[src/design/drq_pkg.sv]
package drq_pkg;

  localparam int CAPACITY = 32;
  localparam int IDX_W    = (CAPACITY > 1) ? $clog2(CAPACITY) : 1;
  localparam int CNT_W    = $clog2(CAPACITY + 1);
  localparam int TIME_W   = 64;
  localparam int ID_W     = 32;

  typedef enum logic [1:0] {
    CMD_ENQUEUE = 2'd0,
    CMD_TICK    = 2'd1,
    CMD_DELETE  = 2'd2
  } cmd_e;

  localparam logic KIND_RELEASE = 1'b0;
  localparam logic KIND_REJECT  = 1'b1;

  typedef enum logic [1:0] {
    ST_IDLE,
    ST_START,
    ST_READ,
    ST_EVAL
  } state_t;

  typedef struct packed {
    logic [TIME_W-1:0] deadline;
    logic [ID_W-1:0]   ident;
  } entry_t;

  // Controller to datapath.
  typedef struct packed {
    logic take;        // latch the input beat, clear the scan position
    logic enq_write;   // append the latched entry
    logic rd_en;       // read the slot under the scan and the last slot
    logic drop;        // move the last entry into the scanned slot
    logic pos_inc;     // advance the scan
    logic pend_load;   // hold the released id until its last flag is known
    logic pend_clear;
    logic out_load;
    logic out_reject;
    logic out_last;
  } dp_cmd_t;

  // Datapath to controller.
  typedef struct packed {
    logic [1:0]       cmd;
    logic             full;
    logic             scan_end;
    logic             hit;
    logic             pend_valid;
    logic             out_free;
    logic [CNT_W-1:0] count;
  } dp_status_t;

endpackage

[src/design/drq_ctrl.sv]
module drq_ctrl (
  input  logic                clk,
  input  logic                rst,
  input  logic                in_valid,
  output logic                in_ready,
  input  drq_pkg::dp_status_t st,
  output drq_pkg::dp_cmd_t    c
);

  drq_pkg::state_t state;
  drq_pkg::state_t state_next;

  always_ff @(posedge clk) begin
    if (rst) begin
      state <= drq_pkg::ST_IDLE;
    end else begin
      state <= state_next;
    end
  end

  always_comb begin
    state_next = state;
    c          = '0;
    in_ready   = 1'b0;
    unique case (state)
      drq_pkg::ST_IDLE: begin
        in_ready = 1'b1;
        if (in_valid) begin
          c.take     = 1'b1;
          state_next = drq_pkg::ST_START;
        end
      end
      drq_pkg::ST_START: begin
        priority if (st.cmd == drq_pkg::CMD_ENQUEUE) begin
          if (!st.full) begin
            c.enq_write = 1'b1;
            state_next  = drq_pkg::ST_IDLE;
          end else if (st.out_free) begin
            c.out_load   = 1'b1;
            c.out_reject = 1'b1;
            c.out_last   = 1'b1;
            state_next   = drq_pkg::ST_IDLE;
          end
        end else if (st.cmd == drq_pkg::CMD_TICK || st.cmd == drq_pkg::CMD_DELETE) begin
          state_next = drq_pkg::ST_READ;
        end else begin
          state_next = drq_pkg::ST_IDLE;
        end
      end
      drq_pkg::ST_READ: begin
        c.rd_en    = 1'b1;
        state_next = drq_pkg::ST_EVAL;
      end
      drq_pkg::ST_EVAL: begin
        // A released id waits in the holding register until the next
        // release or the end of the scan tells whether it is the last beat.
        priority if (st.scan_end) begin
          if (!st.pend_valid) begin
            state_next = drq_pkg::ST_IDLE;
          end else if (st.out_free) begin
            c.out_load   = 1'b1;
            c.out_last   = 1'b1;
            c.pend_clear = 1'b1;
            state_next   = drq_pkg::ST_IDLE;
          end
        end else if (st.hit) begin
          if (st.cmd != drq_pkg::CMD_TICK) begin
            c.drop     = 1'b1;
            state_next = drq_pkg::ST_READ;
          end else if (!st.pend_valid || st.out_free) begin
            c.out_load  = st.pend_valid;
            c.pend_load = 1'b1;
            c.drop      = 1'b1;
            state_next  = drq_pkg::ST_READ;
          end
        end else begin
          c.pos_inc  = 1'b1;
          state_next = drq_pkg::ST_READ;
        end
      end
      default: begin
        state_next = drq_pkg::ST_IDLE;
      end
    endcase
  end

endmodule

[config.mk]
export PLATFORM = sky130hd
export DESIGN_NAME = drq_ctrl
export DESIGN_NICKNAME = d
export VERILOG_FILES = /design/src/design/drq_pkg.sv /design/src/design/drq_ctrl.sv
export SDC_FILE = /design/constraint.sdc
export NUM_CORES = 1
export LEC_CHECK = 0
export BUFFER_PORTS_ARGS = -buffer_cell sky130_fd_sc_hd__buf_4
export CORE_AREA = 2 2 39 41
export DETAILED_ROUTE_END_ITERATION = 8
export DIE_AREA = 0 0 41 43
export SLEW_MARGIN = 0
export SYNTH_ARGS = -nofsm -noshare
export SYNTH_HDL_FRONTEND = slang
export SYNTH_SLANG_ARGS = --single-unit
[constraint.sdc]
create_clock -name clk -period 1.3 [get_ports clk]
set_input_delay 0.13 -clock clk [delete_from_list [all_inputs] [get_ports clk]]
set_output_delay 0.13 -clock clk [all_outputs]
set_load 0.01 [all_outputs]
==> run_results.csv <==
group,metric,value,unit
cts,clock-root-buffer,"clkbuf_4",
final_layout,largestRegisters,"state (2)",
timing,fin_setup_tns,0,ps
place,gp_congestion,0.792,
cts,clk_latency,220,ps
place,io_buffers,20,
pwr,p_leak,0.000263,uW
timing,worst_pin_slew,297,ps
final_layout,largest_register,"state",
route,viasPerCell,4.48,
final_layout,largest_reg_flops,2,
final_layout,drive_above_1_share,50.8,%
critical_path,critPathSlowestCell,"dfxtp_4",
timing,finalSetupViolCount,0,
route,routedWlPerCell,9.25,um
final_layout,final_nets,83,
final_layout,fin_util,35.2,%
global_route,grt_pass1_vias,318,
final_layout,final_cells,79,
cts,htreeDepth,1,
cts,path_clk_slew,30,ps
place,hpwl,578,um
logic_synthesis,yosys_warnings,0,
timing,final.setup_skew,2.07,ps
route,ant_nets,0,
timing,post-route-period-util,98.6,%
pwr,p_per_area,641,nW/um^2
critical_path,path_delay_family,"flip-flops",
critical_path,crit_buf_inv,1,
timing,fin_crit,1280,ps
logic_synthesis,yosysUniqueCellTypes,20,
cts,cts_sinks,2,
global_route,antenna_found_initial,0,
timing,slew_viol_final,0,
cts,max-clock-path-buffers,2,
final_layout,area_growth,87.0,%
run,drv_cap,0,
global_route,overflow,0,
place,placed_area,430,um^2
logic_synthesis,synth_area_per_cell,7.03,um^2
final_layout,final_cell_mix,"buf_4, inv_1, nor2_1",
critical_path,worst_ep_required_time,1170,ps
logic_synthesis,syn-num-nets,55,
timing,slew_headroom,80.2,%
route,drt_iter0_drc,1,
critical_path,critPathLaunchType,"flip-flop",
logic_synthesis,ys_seq_area_share,15.4,%
critical_path,crit_path_cell_trace,"and2b_2, nand4_1, o21ai_0, buf_4",
logic_synthesis,syn_area,260,um^2
critical_path,end_kind,"primary output",
timing,fmax,780,MHz
global_route,grt_max_degree,10,
route,dr.pass1.iters,4,
cts,cts_tree,"yes",
cts,numCtsBuffers,3,
critical_path,criticalPathCategory,"flip-flop to primary output",
floorplanning,die_area,1760,um^2
place,dp_cells,73,
pwr,ir_drop,0.177,mV
cts,postCtsHoldBufs,0,
run_status,status,"completed",
floorplanning,die_y,43,um
floorplanning,rows,14,
route,post-route-drc-count,0,
route,vias,354,
hold_path,hold_class,"input pin to flip-flop",
final_layout,diodes,0,
floorplanning,die_w,41,um
critical_path,critPathMaxFanout,5,
floorplanning,num_io_pins,27,
global_route,grt_pass1_wl,1190,um
route,wirelength,731,um
critical_path,max_stage_delay,340,ps
logic_synthesis,synth_cells,37,
final_layout,stdcell_area,487,um^2
timing,rsz0062_at_grt,"yes",
global_route,gr-usage-all-layers,9.81,%
critical_path,cp_data_arrival_time,1150,ps
floorplanning,core-area,1380,um^2
final_layout,final_common_cell,"buf_4",
timing,finalHoldViolCount,0,
logic_synthesis,ys_ff_latch,2,
floorplanning,start_util,18.8,%
-- layer usage --
metal / vias up / GRT usage [%] / part of all wire [%]
met5: - / 0 / 0
li1: 184 / - / -
met4: 0 / 8.00 / 0
met3: 0 / 0 / 6.0
met1: 158 / 12.4 / 42
met2: 12 / 14.7 / 52
-- layout make-up --
cell class | count | area [um^2]
fillers | 159 | 897
multi-input cells | 30 | 205
repair buffers | 23 | 173
flip-flops and latches | 2 | 47.5
clock buffers | 3 | 22.5
well taps | 16 | 20.0
inverters | 5 | 18.8
-- cells by family (layout without fill, tap and decap cells) --
family                     count (synthesis)  in the layout  synth area share (%)
and+or+nand+nor                           20             20                  45.7
AOI/OAI and AO/OA                          8              8                  22.1
buffers and inverters                      5             31                  7.21
adders and majority gates                  2              2                  9.61
DFF                                        2              2                  15.4
-- cells in the mapped netlist, drive strengths merged --
cell type	n	area, um^2
nor3	1	5.00
a21boi	1	7.51
and4b	2	20.0
and2b	3	25.0
o32ai	1	16.3
a31oi	1	6.26
ha	2	25.0
and2	1	6.26
and3b	1	8.76
inv	5	18.8
nand4	2	12.5
nand3	1	5.00
a21oi	2	10.0
a211oi	1	7.51
dfxtp	2	40.0
nor2	5	18.8
nand2	3	11.3
o21ai	2	10.0
nor2b	1	6.26
-- stage by stage --
| stage | worst slack [ps] | power [uW] | hold slack (ps) |
|---|---|---|---|
| floorplan | 208 | 117 | 199 |
| global placement | 108 | 167 | 301 |
| detailed placement | 91.1 | 168 | 301 |
| CTS | 2.06 | 323 | 51.4 |
| global route | -57.0 | 333 | 72.4 |
| finish | 18.0 | 312 | 59.8 |
-- what timing repair did --
action / 4_1_cts / 5_1_grt
pin swaps: 1 / 0
setup endpoints to repair: 7 / 4
buffers inserted: 2 / 1
gates resized for setup: 5 / 2
-- power by group --
part           leakage, uW  total, uW  internal (uW)  switching (uW)
clock            0.0000138        136            102            34.2
combinational     0.000231        102           60.5            41.6
sequential       0.0000178       74.0           66.0            7.99
total             0.000263        312            228            83.8
-- path summary, 6_finish.rpt --
check	from	end	slack (ps)	cells past startpoint
worst max-delay path	state[1]	c[2]	20	4
worst min-delay path	rst	state[0]	60	2
worst max register to register	state[0]	state[0]	280	3
worst min register to register	state[1]	state[1]	600	2
No activity file was read; power rests on OpenSTA's default activity.
