`src/design/drq_pkg.sv`:
```
package drq_pkg;

  localparam int CAPACITY = 32;
  localparam int IDX_W    = (CAPACITY > 1) ? $clog2(CAPACITY) : 1;
  localparam int CNT_W    = $clog2(CAPACITY + 1);
  localparam int TIME_W   = 64;
  localparam int ID_W     = 32;

  typedef enum logic [1:0] {
    CMD_ENQUEUE = 2'd0,
    CMD_TICK    = 2'd1,
    CMD_DELETE  = 2'd2
  } cmd_e;

  localparam logic KIND_RELEASE = 1'b0;
  localparam logic KIND_REJECT  = 1'b1;

  typedef enum logic [1:0] {
    ST_IDLE,
    ST_START,
    ST_READ,
    ST_EVAL
  } state_t;

  typedef struct packed {
    logic [TIME_W-1:0] deadline;
    logic [ID_W-1:0]   ident;
  } entry_t;

  // Controller to datapath.
  typedef struct packed {
    logic take;        // latch the input beat, clear the scan position
    logic enq_write;   // append the latched entry
    logic rd_en;       // read the slot under the scan and the last slot
    logic drop;        // move the last entry into the scanned slot
    logic pos_inc;     // advance the scan
    logic pend_load;   // hold the released id until its last flag is known
    logic pend_clear;
    logic out_load;
    logic out_reject;
    logic out_last;
  } dp_cmd_t;

  // Datapath to controller.
  typedef struct packed {
    logic [1:0]       cmd;
    logic             full;
    logic             scan_end;
    logic             hit;
    logic             pend_valid;
    logic             out_free;
    logic [CNT_W-1:0] count;
  } dp_status_t;

endpackage

```
`src/design/drq_datapath.sv`:
```
module drq_datapath (
  input  logic                        clk,
  input  logic                        rst,
  input  logic [1:0]                  cmd,
  input  logic [drq_pkg::TIME_W-1:0]  time_value,
  input  logic [drq_pkg::ID_W-1:0]    entity_id,
  input  logic                        out_ready,
  output logic                        out_valid,
  output logic                        kind,
  output logic [drq_pkg::ID_W-1:0]    released_id,
  output logic                        last,
  input  drq_pkg::dp_cmd_t            c,
  output drq_pkg::dp_status_t         st
);

  drq_pkg::entry_t mem [drq_pkg::CAPACITY];

  logic [1:0]                 cmd_q;
  logic [drq_pkg::TIME_W-1:0] time_q;
  logic [drq_pkg::ID_W-1:0]   id_q;
  logic [drq_pkg::CNT_W-1:0]  count;
  logic [drq_pkg::CNT_W-1:0]  pos;
  logic [drq_pkg::CNT_W-1:0]  tail;
  drq_pkg::entry_t            rd_cur;
  drq_pkg::entry_t            rd_tail;
  logic                       pend_valid;
  logic [drq_pkg::ID_W-1:0]   pend_id;
  logic                       wr_en;
  logic [drq_pkg::IDX_W-1:0]  wr_addr;
  drq_pkg::entry_t            wr_data;

  assign tail = count - drq_pkg::CNT_W'(1);

  always_comb begin
    wr_en   = c.enq_write || c.drop;
    wr_addr = c.drop ? pos[drq_pkg::IDX_W-1:0] : count[drq_pkg::IDX_W-1:0];
    wr_data = c.drop ? rd_tail : drq_pkg::entry_t'{deadline: time_q, ident: id_q};
  end

  always_ff @(posedge clk) begin
    if (wr_en) begin
      mem[wr_addr] <= wr_data;
    end
    if (c.rd_en) begin
      rd_cur  <= mem[pos[drq_pkg::IDX_W-1:0]];
      rd_tail <= mem[tail[drq_pkg::IDX_W-1:0]];
    end
  end

  always_ff @(posedge clk) begin
    if (c.take) begin
      cmd_q  <= cmd;
      time_q <= time_value;
      id_q   <= entity_id;
    end
  end

  always_ff @(posedge clk) begin
    if (rst) begin
      count <= '0;
      pos   <= '0;
    end else begin
      if (c.take) begin
        pos <= '0;
      end else if (c.pos_inc) begin
        pos <= pos + drq_pkg::CNT_W'(1);
      end
      if (c.enq_write) begin
        count <= count + drq_pkg::CNT_W'(1);
      end else if (c.drop) begin
        count <= tail;
      end
    end
  end

  always_ff @(posedge clk) begin
    if (rst) begin
      pend_valid <= 1'b0;
    end else if (c.pend_load) begin
      pend_valid <= 1'b1;
    end else if (c.pend_clear) begin
      pend_valid <= 1'b0;
    end
  end

  always_ff @(posedge clk) begin
    if (c.pend_load) begin
      pend_id <= rd_cur.ident;
    end
  end

  always_ff @(posedge clk) begin
    if (rst) begin
      out_valid <= 1'b0;
    end else if (c.out_load) begin
      out_valid <= 1'b1;
    end else if (out_ready) begin
      out_valid <= 1'b0;
    end
  end

  always_ff @(posedge clk) begin
    if (c.out_load) begin
      kind        <= c.out_reject ? drq_pkg::KIND_REJECT : drq_pkg::KIND_RELEASE;
      released_id <= c.out_reject ? id_q : pend_id;
      last        <= c.out_last;
    end
  end

  always_comb begin
    st.cmd        = cmd_q;
    st.full       = (count >= drq_pkg::CNT_W'(drq_pkg::CAPACITY));
    st.scan_end   = (pos >= count);
    st.hit        = (cmd_q == drq_pkg::CMD_TICK) ? (rd_cur.deadline <= time_q)
                                                 : (rd_cur.ident == id_q);
    st.pend_valid = pend_valid;
    st.out_free   = !out_valid || out_ready;
    st.count      = count;
  end

endmodule

```
`config.mk`:
```
export PLATFORM = sky130hd
export DESIGN_NAME = drq_datapath
export DESIGN_NICKNAME = d
export VERILOG_FILES = /design/src/design/drq_pkg.sv /design/src/design/drq_datapath.sv
export SDC_FILE = /design/constraint.sdc
export NUM_CORES = 2
export LEC_CHECK = 0
export BUFFER_PORTS_ARGS = -buffer_cell sky130_fd_sc_hd__buf_2
export CAP_MARGIN = 20
export CORE_MARGIN = 4
export CORE_UTILIZATION = 30
export DETAILED_ROUTE_END_ITERATION = 7
export PLACE_DENSITY = 0.48
export SETUP_SLACK_MARGIN = 0.2
export SLEW_MARGIN = 30
export SYNTH_ARGS = -nofsm -noshare
export SYNTH_HDL_FRONTEND = slang
export SYNTH_SLANG_ARGS = --single-unit
```
`constraint.sdc`:
```
create_clock -name clk -period 10.9 [get_ports clk]
set_input_delay 2.18 -clock clk [delete_from_list [all_inputs] [get_ports clk]]
set_output_delay 2.18 -clock clk [all_outputs]
set_load 0.02 [all_outputs]
```
==> flow_summary_export.csv <==
group,metric,value,unit
placed_design,dp_hpwl,282900,µm
yosys,ys_seq_area_share,66.14,%
clocking,cts_hold_buf,0,
layout,nNetsFinal,7749,
layout,fin_cells,14820,
sta,post-route-period-util,58.70,%
floorplan,die_w,729.3,µm
clocking,cts_tree,"done",
sta,setup_viol,0,
sta,rsz0062_at_grt,"no",
yosys,synth_compound_area_share,1.576,%
status,outcome,"completed",
worst_hold_path,min_path_type,"flop to flop",
detailed_routing,via_per_inst,5.581,
power_and_ir_drop,finalPower,0.03444,W
layout,drive_gt1_share,39.91,%
yosys,async_reset_ff_share,0,%
worst_setup_path,startpoint_type,"flop",
clocking,numCtsBuffers,395,
layout,final_core_util,34.63,%
placed_design,port-buffer-count,158,
yosys,synthCells,7266,
power_and_ir_drop,p_per_area,192.2,mW/mm²
yosys,synth-adder-area-share,0.5932,%
layout,syn_to_final_growth,14.84,%
yosys,ys_types,44,
worst_setup_path,critPathMaxFanout,3,
worst_setup_path,critical_path_class,"flop to output port",
sta,tns,0,ns
detailed_routing,first_pass_iters,6,
clocking,cts_setup_buffers,0,
detailed_routing,drtAntennaViolNets,0,
detailed_routing,wirelength,505300,µm
yosys,synth_ff_type,"edfxtp_1",
sta,finClkSkew,0.06026,ns
yosys,postSynthAreaPerCell,21.48,µm²
yosys,yosysMostFrequentCell,"edfxtp_1",
sta,min_period,6.398,ns
sta,max_slew_margin,30.50,%
sta,setup_slack,4.502,ns
worst_setup_path,cp.buffers_inverters,2,
detailed_routing,vias,82720,
sta,finalHoldViolations,0,
grt,grt_pass1_vias,86210,
yosys,synth_top_family_by_area,"multiplexers",
clocking,cts_max_level,5,
sta,worstMarginPinSlew,1.042,ns
worst_setup_path,cp.arrival,4.22,ns
floorplan,dieArea,0.5318,mm²
sta,final_max_slew_viol_count,0,
worst_setup_path,path_cells,"inv_1 > ha_1 > nand4_1 > nor2_1 > a221o_1 > a211oi_2 > o21ai_0 > o21ai_2 > buf_2",
floorplan,io-pin-count,159,
yosys,synthesis.nets,7451,
worst_setup_path,cpMaxStageDelayCell,"o21ai_2",
clocking,clk-insertion-delay-late,0.98,ns
yosys,synth_warnings,0,
grt,antenna_found_initial,35,
placed_design,place.gp.congestion,0.7544,
yosys,synth_area_leaders,"edfxtp_1 (66%), mux4_2 (25%), mux2_2 (2.5%)",
yosys,synth_edf_count,3428,
floorplan,start_util,30.15,%
clocking,clk_pin_slew,0.06,ns
clocking,clockRootBuffer,"clkbuf_16",
detailed_routing,drc_errors,0,
yosys,muxShareOfSynthArea,28.73,%
sta,fmax,156.3,MHz
clocking,cts.sinks,3442,
detailed_routing,wl_per_cell,34.09,µm
clocking,clockBufferDepth,4,
clocking,ctsResizeCount,0,
grt,gr-total-overflow,0,
power_and_ir_drop,max-vdd-ir-drop,0.1356,mV
power_and_ir_drop,p_leak,54.41,nW
worst_setup_path,end_kind,"output port",
worst_setup_path,critical_path.top_delay_family,"compound AO/OA/AOI/OAI gates",
yosys,synth_top_area_share,65.96,%
worst_setup_path,required,8.72,ns
placed_design,dp_cells,14080,
yosys,synth_seq_cells,3442,
floorplan,die_y,729.3,µm
yosys,synth_common_cells,"edfxtp_1 (3428), mux4_2 (1728), mux2_2 (353)",
floorplan,core_area,0.5176,mm²
grt,grt_max_degree,120,
floorplan,rows,264,
flow_run,max_cap_viol_count,0,
worst_setup_path,crit_path_max_incr_delay,0.64,ns
yosys,synthSimpleGateAreaFrac,1.044,%
yosys,synth_xor_area_share,0.2413,%
placed_design,dp_slack,5.129,ns
grt,grt_util_all_layers,18.65,%
yosys,synth_area_leader_cell,"edfxtp_1",
grt,grt_pass1_wl,705900,µm
yosys,netlist_area,0.1561,mm²
detailed_routing,drt_iter0_drc,9575,
-- per-stage QoR --
step           hold slack [ns]  area (µm²)
5_1_grt                 0.4859      179200
4_1_cts                 0.4672      179000
3_3_place_gp            0.4519      165900
2_1_floorplan           0.4473      156100
6_report                0.4674      179200
3_5_place_dp            0.4568      166200
-- sequential cells by signal (all words and copies together), names as in the netlist --
| signal | cells |
|---|---|
| rd_tail | 96 |
| out_valid | 1 |
| kind | 1 |
| time_q | 64 |
| id_q | 32 |
| last | 1 |
| pos | 6 |
| rd_cur | 96 |
| count | 6 |
| released_id | 32 |
| pend_id | 32 |
| cmd_q | 2 |
| pend_valid | 1 |
| mem | 3072 |
-- path summary, 6_finish.rpt --
kind                   start           to  depth (start not counted)  slack [ns]
hold reg to reg    rd_cur[5]   pend_id[5]                          0        0.47
setup reg to reg    count[0]  rd_tail[24]                          8        5.70
hold / removal     rd_cur[5]   pend_id[5]                          0        0.47
setup / recovery  time_q[13]        st[8]                          9        4.50
-- cell families after synthesis --
logic type,Yosys count
AO/OA/AOI/OAI,426
multiplexers,2276
flip-flops,3442
AND/OR/NAND/NOR,398
adder cells (fa/ha/maj),74
XOR/XNOR,43
buffers and inverters,607
-- power breakdown --
part	internal (W)	total [W]	leakage, nW	switching [W]
clock	0.00775	0.0132	6.22	0.00548
sequential	0.0156	0.0158	31.4	0.000199
combinational	0.00202	0.00538	16.8	0.00336
total	0.0254	0.0344	54.4	0.00903
-- final cells by class --
class	instances	area (µm²)
tap	6916	8653
antenna	15	37.54
multi-input combinational	3217	50620
clock buffer	465	10420
sequential	3442	103200
inverter	75	281.5
timing repair buffer	433	3607
clock inverter	259	2370
fill	47730	338400
-- worst reg2reg max path, stage by stage, from the launching register on --
cell	delay (ns)
dfxtp_4	0.77
inv_1	0.24
ha_4	0.81
buf_4	0.78
buf_4	0.67
mux4_2	0.46
mux2_2	0.29
a21oi_1	0.66
o21ai_0	0.22
-- cell usage in the layout, fill, tap and decap left out, types with 6 or more instances in the layout --
cell type,count
mux4_2,1728
buf_6,18
nor2_1,119
mux2i_1,195
clkinv_1,94
buf_2,153
nor2_4,32
o21ai_0,104
buf_4,216
o21ai_2,9
clkinv_2,78
a21o_1,9
a21oi_1,127
mux2_2,353
edfxtp_1,3428
nor4_1,8
inv_1,75
buf_16,15
diode_2,15
xor2_1,34
dfxtp_4,6
bufinv_16,40
nand4_1,20
clkbuf_16,408
nand3_1,15
clkbuf_1,57
nand2_1,182
ha_1,73
dfxtp_1,8
xnor2_1,6
nor3_1,7
inv_6,8
o21ai_1,54
clkinvlp_4,28
o211ai_1,98
buf_12,28
-- metal layers --
metal / up-vias / share of wire (%) / routed length, µm / global-route usage [%]
met1: 46170 / 42 / 211900 / 25.69
met3: 649 / 6.8 / 34440 / 3.215
met2: 3623 / 49 / 246200 / 30.91
met5: - / 0.019 / 94 / 0
met4: 14 / 2.5 / 12640 / 4.245
li1: 32260 / - / - / -
Note: power is estimated with default switching activity, not from simulation.
